File: src/hw/rtl/ebd_pkg.sv
// Shared types, codes and helpers of the edge blur diffusion block.
package ebd_pkg;

   localparam int unsigned CSR_INDEX_W = 3;
   localparam int unsigned CSR_DATA_W  = 10;

   typedef enum logic [CSR_INDEX_W-1:0] {
      CSR_FRAME_WIDTH  = 3'd0,
      CSR_FRAME_HEIGHT = 3'd1,
      CSR_COLOR_MODE   = 3'd2,
      CSR_EDGE_LEVEL   = 3'd3
   } csr_index_type;

   typedef enum logic [1:0] {
      TINT_BLUE  = 2'd0,
      TINT_GREEN = 2'd1,
      TINT_RED   = 2'd2,
      TINT_WHITE = 2'd3
   } tint_type;

   localparam logic [9:0] FRAME_WIDTH_RESET  = 10'd640;
   localparam logic [8:0] FRAME_HEIGHT_RESET = 9'd480;
   localparam logic [7:0] EDGE_LEVEL_RESET   = 8'd64;
   localparam int unsigned MIN_DIM = 3;

   // Lines are interleaved over three RAMs so that three adjacent lines
   // can be read together.
   localparam int unsigned ROW_PHASES = 3;
   localparam logic [1:0]  PHASE_LAST = 2'd2;

   typedef struct packed {
      logic       interior;
      logic       last;
      logic       bank;      // bank holding the previous frame
      logic [1:0] row_mod;   // line number modulo three
   } scan_ctl_type;

   function automatic logic [1:0] mod3_next(input logic [1:0] m);
      return (m == PHASE_LAST) ? 2'd0 : m + 2'd1;
   endfunction

   function automatic logic [1:0] mod3_prev(input logic [1:0] m);
      return (m == 2'd0) ? PHASE_LAST : m - 2'd1;
   endfunction

endpackage

File: src/hw/rtl/ebd_blur.sv
// Diffusion of the neighbour levels and mapping of the level to a tint.
module ebd_blur import ebd_pkg::*; #(
   parameter int unsigned FULL_BLUR = 31,
   localparam int unsigned LEVEL_W = $clog2(FULL_BLUR + 1)
) (
   input  logic [LEVEL_W-1:0] level_up,
   input  logic [LEVEL_W-1:0] level_left,
   input  logic [LEVEL_W-1:0] level_right,
   input  logic [LEVEL_W-1:0] level_down,
   input  logic               edge_hit,
   input  logic               interior,
   input  tint_type           color_mode,
   output logic [LEVEL_W-1:0] level,
   output logic [23:0]        pixel_color
);

   localparam logic [LEVEL_W+1:0] DECAY = (LEVEL_W + 2)'(3);

   logic [LEVEL_W+1:0] sum;
   logic [LEVEL_W+1:0] sum_adj;
   logic [7:0]         ramp [2**LEVEL_W];
   logic [7:0]         shade;

   // ramp 255*i/FULL_BLUR, fixed at elaboration
   for (genvar i = 0; i < 2**LEVEL_W; i++) begin : g_ramp
      localparam int unsigned RampRaw = (i * 255) / FULL_BLUR;
      assign ramp[i] = 8'((RampRaw > 255) ? 255 : RampRaw);
   end

   always_comb begin
      sum = (LEVEL_W + 2)'(level_up) + (LEVEL_W + 2)'(level_left) +
            (LEVEL_W + 2)'(level_right) + (LEVEL_W + 2)'(level_down);
      sum_adj = (sum > DECAY) ? sum - DECAY : sum;
      level   = edge_hit ? LEVEL_W'(FULL_BLUR) : sum_adj[LEVEL_W+1:2];
      shade   = ramp[level];
   end

   always_comb begin
      if (!interior) begin
         pixel_color = '0;
      end else begin
         case (color_mode)
            TINT_BLUE:  pixel_color = {16'h0, shade};
            TINT_GREEN: pixel_color = {8'h0, shade, 8'h0};
            TINT_RED:   pixel_color = {shade, 16'h0};
            TINT_WHITE: pixel_color = {shade, shade, shade};
         endcase
      end
   end

endmodule

File: config.mk
export PLATFORM = sky130hd
export DESIGN_NAME = ebd_blur
export DESIGN_NICKNAME = d
export VERILOG_FILES = /design/src/hw/rtl/ebd_pkg.sv /design/src/hw/rtl/ebd_blur.sv
export SDC_FILE = /design/constraint.sdc
export NUM_CORES = 1
export LEC_CHECK = 0
export BUFFER_PORTS_ARGS = -buffer_cell sky130_fd_sc_hd__buf_2
export CORE_ASPECT_RATIO = 0.75
export CORE_UTILIZATION = 39
export DETAILED_ROUTE_END_ITERATION = 10
export GPL_ROUTABILITY_DRIVEN = 0
export PLACE_DENSITY = 0.75
export RECOVER_POWER = 25
export SYNTH_ARGS = -nofsm -noshare
export SYNTH_HDL_FRONTEND = slang
export SYNTH_SLANG_ARGS = --single-unit
File: constraint.sdc
create_clock -name vclk -period 3.3
set_input_delay 0 -clock vclk [all_inputs]
set_output_delay 0 -clock vclk [all_outputs]
set_load 0.005 [all_outputs]
==> impl_metrics.ini, run 1 <==
[finish]
fin_cells = 239
final_util_pct = 75.3
drive_gt1_share_pct = 54.9
register_area_sq_um = 0
nFlopsAndLatches = 0
nNetsFinal = 257
n_clock_buffer = 0
diodes = 0
synthToLayoutAreaGrowth_pct = 72.8
fillers = 150

[routing]
drc_errors = 2
via_per_inst = 5.27
drt_iter0_markers = 87
dr.pass1.iters = 7
wl_microns = 3530
drtAntennaViolNets = 0
wl_per_cell_microns = 14.8
via_count = 1260

[sta]
setup_viol = 25
slew_headroom_pct = 53.5
period_needed_ns = 3.63
fin_tns_setup_ns = -4.44
fmax_mhz = 276
period_share_pct = 110
worstMarginPinSlew_ns = 0.690
drv_slew = 0
setup_ws_ns = -0.329
finalHoldViolCount = 0
whs_ns = 0.513
rsz0062_at_grt = yes

[logic_synthesis]
synth.avg_cell_area_sq_um = 6.78
synth_top_area_share_pct = 21.9
synth_cell_type_count = 30
synth_area_leaders = fa_1 (22%), inv_1 (13%), nor2_1 (11%), ha_1 (8.2%), a21oi_1 (4.9%)
ys.warnings.count = 0
synthCells = 135
synth_fp_nets = 175
netlist_area_sq_um = 916
synth-seq-area-share_pct = 0
synth_area_leader_cell = fa_1

[setup_path]
worstPathRequired_ns = 3.30
arrival_ns = 3.63
max_stage_delay_ns = 0.56
worstSetupPathType = in -> out
path_buf_inv = 5
critical_path.max_fanout = 3
cp-end-kind = output port
cp_slowest_cell = fa_1
cp-start-kind = input port
critical_path.top_delay_family = adder cells
crit_path_cell_trace = buf_6 -> inv_2 -> fa_1 -> fa_1 -> inv_1 -> ha_2 -> inv_2 -> fa_2 -> xor2_2 -> nand2_1 -> or4_4 -> o211a_4 -> a311o_1 -> a311oi_2 -> nor3_1 -> buf_2

[die]
die-area_sq_um = 2550
die_w_microns = 58.0
placeableCoreArea_sq_um = 2100
boundaryPins = 53
rows = 14
die_h_microns = 44.0
start_util_pct = 43.6

[outcome]
violations = design-rule violations, negative setup slack
outcome = finished, violations left

[place]
dp_hpwl_microns = 2440
numPortBuffers = 53
dp_cells = 231
pre_cts_slack_ns = -0.278

[job]
drv_cap = 0

[global_routing]
first_global_vias = 1162
grt.overflow.total = 0
grtUsageTotal_pct = 25.1
antenna_found_initial = 0
grt_max_degree = 11
grt_first_pass_wirelength_microns = 5040

[power_and_ir_drop]
power.leakage_nw = 0.864
ir_drop_mv = 0.483
cellPowerDensity_nw_per_um2 = 851

[hold_path]
hp-class = in -> out

[clock_network]
holdBufCountCts = 0
[layout make-up]
cell class,count,area [sq um],share of cell area [%]
multi-input combinational,101,907,57.3
tap,24,30.0,1.90
inverter,31,116,7.35
timing repair buffer,83,529,33.4
[cell usage in the layout, fill, tap and decap left out, types with 2 or more instances in the layout]
cell / instances
inv_2: 4
a31oi_1: 3
buf_4: 23
nor2_1: 21
xor2_1: 2
o21ai_0: 2
nor2_2: 5
ha_1: 5
a21oi_1: 3
or3_1: 2
xor2_2: 2
fa_1: 9
buf_6: 9
nor2_4: 2
a21oi_2: 5
xnor2_1: 4
a211o_1: 2
inv_1: 27
buf_2: 51
nor3_1: 3
nand2_1: 6
[report_power, final]
group	internal, mW	leakage, nW	total [mW]	switching, mW
clock network	0	0	0	0
registers	0	0	0	0
logic	0.646	0.864	1.35	0.701
[per-stage QoR]
step | area, sq um | power (mW)
3_3_place_gp | 1380 | 0.977
2_1_floorplan | 933 | 0.605
3_5_place_dp | 1380 | 1.01
5_1_grt | 1580 | 1.44
4_1_cts | 1450 | 1.11
6_report | 1580 | 1.35
[synth_stat cells (3+ instances only)]
master / instances
clkbuf_1: 3
a21oi_1: 9
nand2_1: 8
ha_1: 6
o21ai_0: 3
inv_1: 31
xnor2_1: 4
nor3_1: 5
nor2_1: 28
xor2_1: 3
fa_1: 10
a31oi_1: 3
or3_1: 3
[repair_timing]
action | CTS | global route
endpoints found under the setup margin | 25 | 26
pin swaps | 17 | 22
gates cloned | 0 | 0
resized for setup | 14 | 27
setup buffers | 4 | 5
[logic make-up (layout without fill, tap and decap cells)]
kind of cell,after synthesis,in the layout,share of synthesized area [%]
simple gates,50,50,25.0
buf+inv,34,114,13.9
compound gates,27,27,22.5
fa+ha+maj,16,16,30.1
xor+xnor,8,8,8.47
[tightest hold or removal path, stage by stage]
cell,delay (ns)
buf_2,0.30
nor2_4,0.07
inv_1,0.04
buf_2,0.10
[metal layers]
metal / vias to the layer above / wire length [microns] / track usage (%)
met5: - / 0 / 0
met4: 0 / 36 / 2.38
met3: 4 / 225 / 1.49
met2: 63 / 1810 / 45.3
met1: 600 / 1450 / 34.3
li1: 593 / - / -
[worst paths after layout]
check	start	to	slack (ns)	cells after the start
max	level_right[1]	pixel_color[8]	-0.33	16
min	edge_hit	level[0]	0.51	4
Note: power is estimated with default switching activity, not from simulation.
==> inputs of run 2 (changes only) <==
- ABC_AREA: default -> 1
- CORE_ASPECT_RATIO: 0.75 -> 0.7
- PLACE_DENSITY: 0.75 -> 0.74
==> impl_metrics.ini, run 2 <==
[outcome]
outcome = finished clean

[die]
die_w_microns = 61.3
start_util_pct = 42.8
die-area_sq_um = 2670
rows = 14
boundaryPins = 53
placeableCoreArea_sq_um = 2240
die_h_microns = 43.5

[sta]
worstMarginPinSlew_ns = 0.302
fin_tns_setup_ns = 0
period_share_pct = 98.3
setup_ws_ns = 0.0576
finalHoldViolCount = 0
drv_slew = 0
slew_headroom_pct = 79.8
fmax_mhz = 308
period_needed_ns = 3.24
setup_viol = 0
rsz0062_at_grt = yes

[logic_synthesis]
ys.warnings.count = 0
synth_cell_type_count = 22
synth-seq-area-share_pct = 0
synth_top_family_by_area = simple AND/OR/NAND/NOR gates
synth_compound_area_share_pct = 6.52
synth_xor_area_share_pct = 0
synth_adder_area_share_pct = 28.7
netlist_area_sq_um = 960
synth.most_common_cell = inv_1
synth.avg_cell_area_sq_um = 6.04
synthSimpleGateAreaFrac_pct = 47.5
synth_fp_nets = 199
synth_area_leaders = fa_1 (21%), inv_1 (16%), nand2_1 (11%), nor2_1 (11%), ha_1 (7.8%)
synth_top_area_share_pct = 20.9
muxShareOfSynthArea_pct = 0
synthTopCellsByCount = inv_1 (40), nand2_1 (29), nor2_1 (27)
synth_area_leader_cell = fa_1
synthCells = 159

[place]
dp_cells = 244
placed_area_sq_um = 1260
pre_cts_slack_ns = 0.0447
numPortBuffers = 53
dp_hpwl_microns = 1950

[finish]
nFlopsAndLatches = 0
mostFrequentLayoutCells = buf_2 (52), inv_1 (35), nand2_1 (27)
n_clock_buffer = 0
fin_area_sq_um = 1380
nNetsFinal = 262
fin_cells = 252
synthToLayoutAreaGrowth_pct = 43.9
drive_gt1_share_pct = 46.4
register_area_sq_um = 0
layout_commonest_cell = buf_2
diodes = 0

[clock_network]
holdBufCountCts = 0

[power_and_ir_drop]
ir_drop_mv = 0.251
power.leakage_nw = 0.871
cellPowerDensity_nw_per_um2 = 589

[setup_path]
worstSetupPathType = in -> out
cp-start-kind = input port
worstPathRequired_ns = 3.30
arrival_ns = 3.24
critical_path.max_fanout = 4
cp-end-kind = output port

[global_routing]
grt_max_degree = 9
antenna_found_initial = 0
first_global_vias = 769
grtUsageTotal_pct = 15.6
grt.overflow.total = 0
grt_first_pass_wirelength_microns = 3300

[routing]
drtAntennaViolNets = 0
drc_errors = 0
via_count = 1153
via_per_inst = 4.58
wl_microns = 2460
wl_per_cell_microns = 9.76
drt_iter0_markers = 76
dr.pass1.iters = 4

[hold_path]
hp-class = in -> out

[job]
drv_cap = 0
run 2: final timing paths:
| check | start | endpoint | slack (ns) | cells past startpoint |
|---|---|---|---|---|
| max | level_right[1] | pixel_color[17] | 0.06 | 22 |
| min | edge_hit | pixel_color[11] | 0.42 | 4 |
run 2: logic make-up after synthesis:
group	Yosys count
adder cells (fa/ha/maj)	16
buffers and inverters	44
AND/OR/NAND/NOR	91
AO/OA/AOI/OAI	8
run 2: metal layers:
layer / track usage, % / wire (microns) / up-vias
met5: 0 / 0 / -
met4: 0 / 0 / 0
met3: 0 / 124 / 0
met2: 22.2 / 1200 / 35
met1: 27.2 / 1130 / 526
li1: - / - / 592
run 2: cell type report:
cell class,instances,area [sq um]
fillers,214,861
multi-input cells,115,838
repair buffers,61,332
inverters,44,171
well taps,32,40.0
run 2: power by group:
group | internal, mW | total, mW | switching (mW) | leakage, nW
Clock | 0 | 0 | 0 | 0
Combinational | 0.322 | 0.814 | 0.492 | 0.871
Sequential | 0 | 0 | 0 | 0
run 2: worst max-delay path, cell delays in order:
cell and delay [ns]:
buf_6 0.08, inv_4 0.03, fa_1 0.54, fa_1 0.41, inv_1 0.07, ha_2 0.19, inv_2 0.04, fa_1 0.54
inv_2 0.05, nor2_2 0.09, inv_2 0.07, nor2_4 0.13, nand3_4 0.10, nor2_4 0.14, nand2_2 0.07, nand3b_1 0.10
nor2_2 0.05, nor2_2 0.13, inv_2 0.08, o21ai_4 0.16, nor2_1 0.06, buf_2 0.13
run 2: what timing repair did:
item,in CTS,in global routing
setup endpoints to repair,0,9
resized for setup,0,18
endpoints found under the hold margin,0,0
setup buffers,0,8
run 2: through the flow:
step	hold WS, ns	utilization (%)	total power, mW
2_1_floorplan	0.0799	-	0.528
3_3_place_gp	0.377	56.4	0.687
3_5_place_dp	0.366	56.4	0.692
4_1_cts	0.367	56.4	0.696
5_1_grt	0.469	61.6	0.900
6_report	0.422	61.6	0.814
