==> config.mk <==
export PLATFORM = sky130hd
export DESIGN_NAME = ebd_scan
export DESIGN_NICKNAME = d
export VERILOG_FILES = /design/src/hw/rtl/ebd_pkg.sv /design/src/hw/rtl/ebd_scan.sv
export SDC_FILE = /design/constraint.sdc
export NUM_CORES = 1
export LEC_CHECK = 0
export BUFFER_PORTS_ARGS = -buffer_cell sky130_fd_sc_hd__buf_2
export CELL_PAD_IN_SITES_DETAIL_PLACEMENT = 0
export CELL_PAD_IN_SITES_GLOBAL_PLACEMENT = 1
export CORE_MARGIN = 3
export CORE_UTILIZATION = 42
export DETAILED_ROUTE_END_ITERATION = 8
export GPL_TIMING_DRIVEN = 0
export PLACE_DENSITY_LB_ADDON = 0.1
export SLEW_MARGIN = 20
export SYNTH_ARGS = -nofsm -noshare
export SYNTH_HDL_FRONTEND = slang
export SYNTH_SLANG_ARGS = --single-unit
==> constraint.sdc <==
create_clock -name clock -period 13.1 [get_ports clock]
set_input_delay 1.965 -clock clock [delete_from_list [all_inputs] [get_ports clock]]
set_output_delay 1.965 -clock clock [all_outputs]
set_load 0.03 [all_outputs]
==> src/hw/rtl/ebd_pkg.sv <==
// Shared types, codes and helpers of the edge blur diffusion block.
package ebd_pkg;

   localparam int unsigned CSR_INDEX_W = 3;
   localparam int unsigned CSR_DATA_W  = 10;

   typedef enum logic [CSR_INDEX_W-1:0] {
      CSR_FRAME_WIDTH  = 3'd0,
      CSR_FRAME_HEIGHT = 3'd1,
      CSR_COLOR_MODE   = 3'd2,
      CSR_EDGE_LEVEL   = 3'd3
   } csr_index_type;

   typedef enum logic [1:0] {
      TINT_BLUE  = 2'd0,
      TINT_GREEN = 2'd1,
      TINT_RED   = 2'd2,
      TINT_WHITE = 2'd3
   } tint_type;

   localparam logic [9:0] FRAME_WIDTH_RESET  = 10'd640;
   localparam logic [8:0] FRAME_HEIGHT_RESET = 9'd480;
   localparam logic [7:0] EDGE_LEVEL_RESET   = 8'd64;
   localparam int unsigned MIN_DIM = 3;

   // Lines are interleaved over three RAMs so that three adjacent lines
   // can be read together.
   localparam int unsigned ROW_PHASES = 3;
   localparam logic [1:0]  PHASE_LAST = 2'd2;

   typedef struct packed {
      logic       interior;
      logic       last;
      logic       bank;      // bank holding the previous frame
      logic [1:0] row_mod;   // line number modulo three
   } scan_ctl_type;

   function automatic logic [1:0] mod3_next(input logic [1:0] m);
      return (m == PHASE_LAST) ? 2'd0 : m + 2'd1;
   endfunction

   function automatic logic [1:0] mod3_prev(input logic [1:0] m);
      return (m == 2'd0) ? PHASE_LAST : m - 2'd1;
   endfunction

endpackage

==> src/hw/rtl/ebd_scan.sv <==
// Raster position counters, border decode and store address generation.
module ebd_scan import ebd_pkg::*; #(
   parameter int unsigned MAX_WIDTH  = 640,
   parameter int unsigned MAX_HEIGHT = 480,
   localparam int unsigned COL_W = $clog2(MAX_WIDTH),
   localparam int unsigned WD_W  = COL_W + 1,
   localparam int unsigned ROW_W = $clog2(MAX_HEIGHT),
   localparam int unsigned HD_W  = ROW_W + 1,
   localparam int unsigned BANK_DEPTH =
      ((MAX_HEIGHT + ROW_PHASES - 1) / ROW_PHASES) * MAX_WIDTH,
   localparam int unsigned ADDR_W = $clog2(BANK_DEPTH)
) (
   input  logic              clock,
   input  logic              reset,
   input  logic              step,
   input  logic [WD_W-1:0]   width_eff,
   input  logic [HD_W-1:0]   height_eff,
   output scan_ctl_type      scan_ctl,
   output logic [ADDR_W-1:0] rd_addr_a [ROW_PHASES],
   output logic [ADDR_W-1:0] rd_addr_b [ROW_PHASES],
   output logic [ADDR_W-1:0] pix_addr
);

   localparam logic [ADDR_W-1:0] LINE_STEP = ADDR_W'(MAX_WIDTH);

   logic [COL_W-1:0]  col_ff, col_in;
   logic [ROW_W-1:0]  row_ff, row_in;
   logic [1:0]        mod_ff, mod_in;
   logic [ADDR_W-1:0] base_ff, base_in;
   logic              bank_ff, bank_in;

   // position of the current pixel after any restart for a size change
   logic [COL_W-1:0]  cur_col;
   logic [ROW_W-1:0]  cur_row;
   logic [1:0]        cur_mod;
   logic [ADDR_W-1:0] cur_base;
   logic [HD_W-1:0]   try_row;
   logic [1:0]        try_mod;
   logic [ADDR_W-1:0] try_base;
   logic [WD_W-1:0]   col_inc;
   logic [HD_W-1:0]   row_inc;
   logic [ADDR_W-1:0] col_addr;
   logic [ADDR_W-1:0] centre;
   logic [ADDR_W-1:0] base_up;
   logic [ADDR_W-1:0] base_dn;
   logic [1:0]        mod_up;
   logic [1:0]        mod_dn;

   always_comb begin
      if (WD_W'(col_ff) >= width_eff) begin
         cur_col  = '0;
         try_row  = HD_W'(row_ff) + HD_W'(1);
         try_mod  = mod3_next(mod_ff);
         try_base = (mod_ff == PHASE_LAST) ? base_ff + LINE_STEP : base_ff;
      end else begin
         cur_col  = col_ff;
         try_row  = HD_W'(row_ff);
         try_mod  = mod_ff;
         try_base = base_ff;
      end
      if (try_row >= height_eff) begin
         cur_row  = '0;
         cur_mod  = '0;
         cur_base = '0;
      end else begin
         cur_row  = try_row[ROW_W-1:0];
         cur_mod  = try_mod;
         cur_base = try_base;
      end
   end

   always_comb begin
      scan_ctl.interior = (cur_col != '0) && (WD_W'(cur_col) < width_eff - WD_W'(1)) &&
                          (cur_row != '0) && (HD_W'(cur_row) < height_eff - HD_W'(1));
      scan_ctl.last     = (WD_W'(cur_col) == width_eff - WD_W'(1)) &&
                          (HD_W'(cur_row) == height_eff - HD_W'(1));
      scan_ctl.bank     = bank_ff;
      scan_ctl.row_mod  = cur_mod;
   end

   // advance to the next pixel
   always_comb begin
      col_inc = WD_W'(cur_col) + WD_W'(1);
      row_inc = HD_W'(cur_row) + HD_W'(1);
      bank_in = bank_ff;
      if (col_inc >= width_eff) begin
         col_in = '0;
         if (row_inc >= height_eff) begin
            row_in  = '0;
            mod_in  = '0;
            base_in = '0;
            bank_in = ~bank_ff;
         end else begin
            row_in  = row_inc[ROW_W-1:0];
            mod_in  = mod3_next(cur_mod);
            base_in = (cur_mod == PHASE_LAST) ? cur_base + LINE_STEP : cur_base;
         end
      end else begin
         col_in  = col_inc[COL_W-1:0];
         row_in  = cur_row;
         mod_in  = cur_mod;
         base_in = cur_base;
      end
   end

   always_ff @(posedge clock) begin
      if (reset) begin
         col_ff  <= '0;
         row_ff  <= '0;
         mod_ff  <= '0;
         base_ff <= '0;
         bank_ff <= 1'b0;
      end else if (step) begin
         col_ff  <= col_in;
         row_ff  <= row_in;
         mod_ff  <= mod_in;
         base_ff <= base_in;
         bank_ff <= bank_in;
      end
   end

   // neighbour addresses; each line RAM serves one of the three lines
   always_comb begin
      col_addr = ADDR_W'(cur_col);
      centre   = cur_base + col_addr;
      mod_up   = mod3_prev(cur_mod);
      mod_dn   = mod3_next(cur_mod);
      base_up  = (cur_mod == 2'd0) ? cur_base - LINE_STEP : cur_base;
      base_dn  = (cur_mod == PHASE_LAST) ? cur_base + LINE_STEP : cur_base;
      for (int k = 0; k < ROW_PHASES; k++) begin
         if (cur_mod == 2'(k)) begin
            rd_addr_a[k] = centre - ADDR_W'(1);
            rd_addr_b[k] = centre + ADDR_W'(1);
         end else if (mod_up == 2'(k)) begin
            rd_addr_a[k] = base_up + col_addr;
            rd_addr_b[k] = base_up + col_addr;
         end else begin
            rd_addr_a[k] = base_dn + col_addr;
            rd_addr_b[k] = base_dn + col_addr;
         end
      end
      pix_addr = centre;
   end

endmodule

==> flow_metrics.py, run 1 <==
metrics = {
    "synth": {
        "yosysTopAreaCellShare_pct": 14.1,
        "synth-edff-count": 0,
        "synth_area_leader_cell": "ha_1",
        "yosys-top-cells-area": "ha_1 14%, xnor2_1 11%, dfxtp_1 9.4%, nand2_1 5.4%, a21oi_1 5.2%",
        "synth_top_family_by_area": "compound AO/OA/AOI/OAI gates",
        "ys_types": 88,
        "synthXorXnorAreaFrac_pct": 13.9,
        "syn_nets": 1299,
        "ys_seq_elements": 39,
        "ys_seq_area_share_pct": 9.38,
        "synthMuxAreaShare_pct": 3.35,
        "async_reset_ff_share_pct": 0,
        "ys.flop_type": "dfxtp_1",
        "syn_inst": 1180,
        "syn_area_um2": 8320,
        "synth-simple-area-share_pct": 25.9,
        "synth-compound-area-share_pct": 26.6,
        "synth_fa_ha_area_share_pct": 14.4,
        "synth_warnings": 0,
        "avgSynthCellArea_um2": 7.05,
    },
    "worst_setup_path": {
        "crit_path_max_fanout": 10,
        "required_ns": 11.14,
        "critPathKind": "in2out",
        "endpoint_kind": "primary output",
        "cp_slowest_cell": "nor2_1",
        "rrSetupSlack_ns": 4.69,
        "cp_data_arrival_time_ns": 10.40,
        "slowest_delay_ns": 0.41,
        "critPathLaunchType": "input port",
    },
    "flow_run": {
        "cap_violations": 0,
    },
    "timing": {
        "fin_crit_sh_pct": 94.4,
        "maxSlewHeadroom_pct": 31.4,
        "final-hold-violation-count": 0,
        "setup_viol": 0,
        "clock_skew_ns": 0.00739,
        "timing.hold.ws_ns": 0.449,
        "fmax_ghz": 0.0809,
        "tightest_slew_ns": 1.03,
        "timing.final.crit_period_ns": 12.37,
        "setup_slack_ns": 0.733,
        "rsz0062_at_grt": "false",
        "drv_slew": 0,
    },
    "placement": {
        "io_buffers": 145,
        "dp.cells": 1585,
        "post-place-ws_ns": -0.676,
        "dp.final_hpwl_um": 24500,
        "place_area_um2": 9380,
        "gp_congestion": 0.932,
    },
    "clocking": {
        "cts_tree": "yes",
        "post_cts_buffers": 0,
        "cts.path.max_buffers": 2,
        "clock-sinks": 39,
        "cts.clk_slew.worst_paths_ns": 0.06,
        "htreeDepth": 2,
        "holdBufCountCts": 0,
        "cts_buffers": 5,
        "clk_latency_ns": 0.29,
        "clockRootBuffer": "clkbuf_16",
    },
    "global_routing": {
        "grt_usage_pct": 26.6,
        "grt_max_degree": 14,
        "grt_pass1_wl_um": 47300,
        "grt_pass1_vias": 8657,
        "antenna_found_initial": 0,
        "grt_overflow_total": 0,
    },
    "floorplanning": {
        "die_w_um": 147,
        "io_pins": 148,
        "row_count": 50,
        "core_area_um2": 19100,
        "dieHeight_um": 147,
        "die_area_um2": 21500,
        "start_util_pct": 43.6,
    },
    "final_layout": {
        "diodes": 0,
        "syn_to_final_growth_pct": 15.1,
        "drive_above_1_share_pct": 16.2,
        "nets": 1449,
        "seq_area_um2": 781,
        "final_cells": 1591,
        "fill_cells": 1985,
        "multiInputGateArea_um2": 7030,
        "fin_area_um2": 9580,
    },
    "drt": {
        "drt-vias-per-instance": 5.74,
        "first_iter_violations": 680,
        "drtAntennaViolNets": 0,
        "drt_first_pass_iters": 5,
        "wire_per_inst_um": 18.8,
        "drc": 0,
        "vias": 9128,
        "drt-total-wl_um": 29800,
    },
    "power": {
        "power.density_nw_per_um2": 71.1,
        "p_leak_nw": 4.35,
        "clkPwrFrac_pct": 21.1,
        "combPwrFrac_pct": 60.2,
        "intPower_mw": 0.341,
        "p_seq_share_pct": 18.7,
        "p_sw_share_pct": 49.9,
        "finalPower_mw": 0.681,
        "ir_drop_mv": 0.0458,
        "switching_power_mw": 0.340,
    },
    "run_status": {
        "status": "finished, final reports clean",
    },
    "worst_hold_path": {
        "min_path_type": "reg2reg",
    },
}
[area by class of cell]
type | instances | share of cell area, %
Multi-Input combinational cell | 1006 | 73.4
Tap cell | 260 | 3.40
Buffer | 67 | 3.11
Timing Repair Buffer | 145 | 7.58
Inverter | 66 | 2.59
Clock inverter | 3 | 0.457
Sequential cell | 39 | 8.15
Clock buffer | 5 | 1.31
[stage by stage]
stage	TNS, ns	util (%)
6_report	0	50.2
5_1_grt	0	50.2
4_1_cts	0	50.1
3_5_place_dp	-21.13	49.1
3_3_place_gp	-17.72	49.1
2_1_floorplan	0	-
[logic make-up (layout without fill, tap and decap cells)]
kind of cell,after synthesis,count (layout)
simple gates,432,432
compound gates,320,320
buf+inv,135,286
xor+xnor,132,132
fa+ha+maj,95,95
flops,39,39
mux,27,27
[final timing paths]
path / from / cells after the start / endpoint
worst max register to register: col_ff[2] / 28 / base_ff[13]
worst min register to register: base_ff[4] / 1 / base_ff[4]
worst min-delay path: base_ff[4] / 1 / base_ff[4]
worst max-delay path: width_eff[8] / 34 / rd_addr_a[50]
[cells in the mapped netlist, drive strengths merged, types with 5 or more instances]
cell type  instances
o211ai            18
nand3             51
and3              18
a21o              24
xor2              25
inv               64
a21boi            10
or2                9
o21a              16
clkbuf            48
nor3              42
nor2b              6
and2              15
xnor2            107
nor2             105
mux2i             26
nor4              11
a2111oi            5
a211oi            27
nand2            119
nand4             15
buf               21
nand2b            12
o21bai             5
dfxtp             39
ha                94
or3                7
a21oi             88
nor3b              6
a221oi            19
o21ai             59
[sequential cells by signal, indices dropped and copies added, names as in the netlist]
register / cells
mod_ff: 2
row_ff: 9
col_ff: 10
bank_ff: 1
base_ff: 17
[layer usage]
layer  vias up  global-route usage (%)  wire length (um)
met5         -                       0                 0
li1       4567                       -                 -
met3        51                    3.12              1780
met1      4172                    35.6             13600
met4         0                    8.00               764
met2       338                    45.0             13700
[critical path: cells and delay by family]
family,cells,cell delay (ns)
AOI/OAI and AO/OA,10,2.50
buffers and inverters,9,1.94
and+or+nand+nor,8,1.93
adders and majority gates,4,1.25
xor gates and xnor gates,3,0.81
[repair_timing]
item,4_1_cts,5_1_grt
hold endpoints to repair,0,0
resized for setup,6,17
gates cloned,0,0
endpoints found under the setup margin,50,42
[cells in the final DEF, fill, tap and decap left out, types with 16 or more instances in the layout]
cell type	count
inv_1	63
xnor2_1	107
buf_2	149
o211ai_1	18
nor2_1	105
a221oi_1	16
a211oi_1	25
a21oi_1	87
ha_1	94
a21o_1	23
and3_1	18
clkbuf_1	37
o21a_1	16
dfxtp_1	39
nand2_1	119
o21ai_0	54
nor3_1	37
mux2i_1	24
nand3_1	50
xor2_1	25
[power by group through the flow]
stage / sequential (mW) / clock (mW) / combinational, mW
after floorplan: 0.129 / 0 / 0.296
after detailed placement: 0.130 / 0 / 0.407
after global placement: 0.130 / 0 / 0.404
after global routing: 0.128 / 0.148 / 0.443
final: 0.128 / 0.144 / 0.410
after CTS: 0.128 / 0.145 / 0.408
No activity file was read; power rests on OpenSTA's default activity.
==> run 2: changes to the inputs <==
--- a/config.mk
+++ b/config.mk
@@ -9,5 +9,5 @@
 export CELL_PAD_IN_SITES_DETAIL_PLACEMENT = 0
 export CELL_PAD_IN_SITES_GLOBAL_PLACEMENT = 1
-export CORE_MARGIN = 3
+export CORE_MARGIN = 5
 export CORE_UTILIZATION = 42
 export DETAILED_ROUTE_END_ITERATION = 8
==> constraint.sdc (replaced) <==
create_clock -name clock -period 13.1 [get_ports clock]
set_input_delay 2.62 -clock clock [delete_from_list [all_inputs] [get_ports clock]]
set_output_delay 2.62 -clock clock [all_outputs]
set_load 0.03 [all_outputs]
==> run 2 against run 1 <==
- clock skew is 0.00055 ns lower
- critical path type unchanged
- cell count is 0.75% higher
- worst setup slack worse by 0.32 ns
- sequential share of layout area is 0.14 points lower
- via count is 0.12% higher
- highest routed layer unchanged
- combinational power is 1% higher
==> flow_metrics.py, run 2 (same netlist as run 1, synthesis figures left out) <==
metrics = {
    "worst_setup_path": {
        "cp_data_arrival_time_ns": 10.06,
        "endpoint_kind": "primary output",
        "crit_family": "compound AO/OA/AOI/OAI gates",
        "cp.depth": 33,
        "required_ns": 10.48,
        "critPathKind": "in2out",
        "cp_slowest_cell": "a2111oi_1",
        "slowest_delay_ns": 0.50,
        "critPathLaunchType": "input port",
        "crit_path_max_fanout": 10,
        "cp_num_buf_inv": 10,
        "rr_worst_depth": 28,
    },
    "power": {
        "intPower_mw": 0.345,
        "p_seq_share_pct": 18.6,
        "power.density_nw_per_um2": 70.5,
        "clkPwrFrac_pct": 20.9,
        "switching_power_mw": 0.343,
        "ir_drop_mv": 0.0470,
        "p_leak_nw": 4.43,
        "combPwrFrac_pct": 60.5,
        "p_sw_share_pct": 49.8,
    },
    "drt": {
        "drt-vias-per-instance": 5.70,
        "drt_first_pass_iters": 5,
        "first_iter_violations": 614,
        "drt-total-wl_um": 30300,
        "drtAntennaViolNets": 0,
        "wire_per_inst_um": 18.9,
        "drc": 0,
        "vias": 9139,
    },
    "clocking": {
        "cts.clk_slew.worst_paths_ns": 0.06,
        "htreeDepth": 2,
        "clk_latency_ns": 0.29,
        "cts_tree": "yes",
        "clockRootBuffer": "clkbuf_16",
        "cts.path.max_buffers": 2,
        "cts_buffers": 5,
        "clock-sinks": 39,
        "holdBufCountCts": 0,
    },
    "timing": {
        "drv_slew": 0,
        "final-hold-violation-count": 0,
        "clock_skew_ns": 0.00684,
        "timing.final.crit_period_ns": 12.68,
        "rsz0062_at_grt": "false",
        "fmax_ghz": 0.0788,
        "setup_viol": 0,
        "maxSlewHeadroom_pct": 28.4,
        "fin_crit_sh_pct": 96.8,
        "timing.hold.ws_ns": 0.450,
        "tightest_slew_ns": 1.06,
        "setup_slack_ns": 0.416,
    },
    "floorplanning": {
        "row_count": 51,
        "start_util_pct": 42.8,
        "dieHeight_um": 151,
        "core_area_um2": 19500,
        "die_area_um2": 22700,
        "io_pins": 148,
        "die_w_um": 151,
    },
    "global_routing": {
        "antenna_found_initial": 0,
        "grt_pass1_vias": 8791,
        "grt_usage_pct": 26.1,
        "grt_pass1_wl_um": 47500,
        "grt_max_degree": 14,
        "grt_overflow_total": 0,
    },
    "final_layout": {
        "drive_above_1_share_pct": 18.3,
        "diodes": 0,
        "layout_commonest_cell": "buf_2",
        "largest-register": "base_ff",
        "nets": 1456,
        "syn_to_final_growth_pct": 17.1,
        "top_regs": "base_ff x17, col_ff x10, row_ff x9",
        "final_cell_mix": "151 x buf_2, 119 x nand2_1, 104 x xnor2_1",
        "largest_reg_flops": 17,
        "fill_cells": 2073,
        "final_cells": 1603,
    },
    "worst_hold_path": {
        "whs_path_depth": 1,
        "min_path_type": "reg2reg",
    },
    "placement": {
        "gp_congestion": 0.961,
        "io_buffers": 145,
        "dp.cells": 1590,
        "dp.final_hpwl_um": 25000,
        "post-place-ws_ns": -2.13,
    },
    "run_status": {
        "status": "finished, final reports clean",
    },
    "flow_run": {
        "cap_violations": 0,
    },
}
## run 2: final timing paths
check,from,endpoint,slack [ns]
max,width_eff[8],rd_addr_a[30],0.42
min reg2reg,base_ff[2],base_ff[2],0.45
min,base_ff[2],base_ff[2],0.45
max reg2reg,col_ff[8],row_ff[8],5.33
## run 2: routing by layer
metal | vias to the layer above | wire, um | track usage, %
li1 | 4567 | - | -
met1 | 4201 | 13700 | 34.1
met2 | 308 | 14000 | 45.1
met3 | 63 | 1650 | 2.21
met4 | 0 | 945 | 9.02
met5 | - | 0 | 0
## run 2: cell type report
type	count	area (um2)	share of cell area [%]
clock buffer	5	125	1.28
inverter	66	248	2.54
tap	265	332	3.40
buffer	66	319	3.27
timing repair buffer	153	786	8.06
multi-input combinational	1006	7120	73.0
sequential	39	781	8.01
clock inverter	3	43.8	0.449
## run 2: power by group through the flow
stage	clock [mW]	combinational [mW]	sequential [mW]
detailed placement	0	0.409	0.130
CTS	0.145	0.412	0.128
floorplan	0	0.296	0.129
global placement	0	0.406	0.130
finish	0.144	0.416	0.128
global route	0.150	0.450	0.128
## run 2: per-stage QoR
step                power [mW]  util (%)  setup TNS [ns]  instance area [um2]
detailed placement       0.539      48.2         -108.81                 9380
global route             0.728      50.1               0                 9750
global placement         0.536      48.2         -100.46                 9380
finish                   0.688      50.1               0                 9750
CTS                      0.685      49.5               0                 9620
floorplan                0.425         -               0                 8320
## run 2: what timing repair did
action,CTS,global route
setup buffers,0,8
pin swaps,0,4
gates resized for setup,32,26
endpoints found under the setup margin,83,48
==> run 3: changes to the inputs <==
Clock period 13.1 ns to 12.1 ns, I/O delays scaled along.
==> run 3 against run 2 <==
- die area is the same
- critical path depth grew 1
- core utilization increased by 1.7 points
- critical endpoint is now rd_addr_b[16]
==> flow_metrics.py, run 3 (same netlist as run 1, synthesis figures left out) <==
metrics = {
    "worst_setup_path": {
        "slowest_delay_ns": 0.40,
        "required_ns": 9.68,
        "reg2reg_to": "base_ff[13]",
        "critPathLaunchType": "input port",
        "crit_path_max_fanout": 10,
        "critPathKind": "in2out",
        "cp_data_arrival_time_ns": 9.32,
        "rrSetupSlack_ns": 4.53,
        "cp_slowest_cell": "fa_1",
        "endpoint_kind": "primary output",
        "r2r_start": "col_ff[0]",
        "rr_worst_depth": 30,
    },
    "final_layout": {
        "largest-register": "base_ff",
        "top_regs": "base_ff x17, col_ff x10, row_ff x9",
        "drive_above_1_share_pct": 21.3,
        "largest_reg_flops": 17,
        "layout_commonest_cell": "buf_2",
        "diodes": 0,
        "final_cells": 1610,
        "final_cell_mix": "149 x buf_2, 117 x nand2_1, 98 x nor2_1",
        "final_util_pct": 51.8,
        "nets": 1463,
        "syn_to_final_growth_pct": 21.1,
    },
    "drt": {
        "drtAntennaViolNets": 0,
        "drt_first_pass_iters": 5,
        "drc": 0,
        "drt-vias-per-instance": 5.75,
        "wl_met1_um": 13700,
        "vias": 9259,
        "drt-total-wl_um": 30600,
        "highest_layer": "met4",
        "wire_per_inst_um": 19.0,
        "wl_met2_um": 14300,
        "first_iter_violations": 548,
        "route.met3.wl_um": 1910,
    },
    "timing": {
        "setup_tns_ns": 0,
        "setup_viol": 0,
        "timing.final.crit_period_ns": 11.74,
        "tightest_slew_ns": 1.07,
        "setup_slack_ns": 0.357,
        "drv_slew": 0,
        "maxSlewHeadroom_pct": 28.2,
        "fmax_ghz": 0.0852,
        "final-hold-violation-count": 0,
        "clock_skew_ns": 0.00675,
        "timing.hold.ws_ns": 0.452,
        "fin_crit_sh_pct": 97.0,
    },
    "power": {
        "p_leak_nw": 4.57,
        "power.density_nw_per_um2": 75.3,
        "ir_drop_mv": 0.0485,
    },
    "placement": {
        "dp.cells": 1590,
        "dp.final_hpwl_um": 24800,
        "gp_congestion": 0.970,
        "io_buffers": 145,
        "post-place-ws_ns": -2.77,
    },
    "floorplanning": {
        "dieHeight_um": 151,
        "core_area_um2": 19500,
        "io_pins": 148,
        "start_util_pct": 42.8,
        "row_count": 51,
        "die_w_um": 151,
        "die_area_um2": 22700,
    },
    "global_routing": {
        "grt_overflow_total": 0,
        "grt_max_degree": 13,
        "grt_pass1_wl_um": 47300,
        "grt_usage_pct": 26.0,
        "grt_pass1_vias": 8749,
        "antenna_found_initial": 0,
    },
    "clocking": {
        "clock-sinks": 39,
        "clk_latency_ns": 0.29,
        "htreeDepth": 2,
        "clockRootBuffer": "clkbuf_16",
        "cts_tree": "yes",
        "cts.clk_slew.worst_paths_ns": 0.06,
        "holdBufCountCts": 0,
        "cts_buffers": 5,
        "cts.path.max_buffers": 2,
    },
    "worst_hold_path": {
        "whs_path_depth": 1,
        "hold_end": "base_ff[0]",
        "min_path_type": "reg2reg",
        "worstHoldStart": "base_ff[0]",
    },
    "run_status": {
        "status": "finished, final reports clean",
    },
    "flow_run": {
        "cap_violations": 0,
    },
}
[run 3: changes by cell type in the layout (fill, tap and decap cells not counted), sizes merged]
cell	before	now
buf	172	178
clkbuf	52	54
clkinv	4	3
[run 3: stage by stage]
step                      power, mW  area (um2)
after floorplan               0.464        8370
after global placement        0.584        9430
after detailed placement      0.587        9430
after CTS                     0.750        9770
after global routing          0.801       10100
final                         0.759       10100
[run 3: layer usage]
| metal | vias up | GRT usage [%] |
|---|---|---|
| met5 | - | 0 |
| met4 | 0 | 7.25 |
| met3 | 44 | 2.12 |
| met2 | 334 | 45.7 |
| met1 | 4290 | 34.1 |
| li1 | 4591 | - |
[run 3: critical path, delay by kind of cell]
| family | cells | cell delay (ns) |
|---|---|---|
| AND/OR/NAND/NOR | 6 | 1.16 |
| adder cells (fa/ha/maj) | 4 | 1.14 |
| buffers and inverters | 9 | 1.40 |
| XOR/XNOR | 3 | 0.48 |
| AO/OA/AOI/OAI | 12 | 2.69 |
[run 3: layout make-up]
class,count,area [um2]
plain buffers,66,344
clock buffers,6,139
clock inverters,2,35.0
fillers,2032,9390
inverters,66,248
multi-input cells,1006,7360
flip-flops and latches,39,781
well taps,265,332
repair buffers,160,838
[run 3: worst max-delay path by stage]
stage,start,end,cells after the start
6_report,width_eff[4],rd_addr_b[16],34
5_1_grt,width_eff[1],rd_addr_a[50],35
4_1_cts,width_eff[2],rd_addr_b[16],33
3_5_place_dp,width_eff[2],rd_addr_b[47],35
3_3_place_gp,width_eff[2],rd_addr_b[47],35
2_1_floorplan,width_eff[2],rd_addr_a[29],34
[run 3: power breakdown]
group	switching (mW)	internal, mW
registers	0.00575	0.133
clock network	0.0565	0.103
logic	0.312	0.150
total	0.374	0.385
[run 3: repair_timing]
action	in CTS	in global routing
endpoints found under the setup margin	112	42
resized for setup	47	56
pin swaps	4	6
setup buffers	5	10
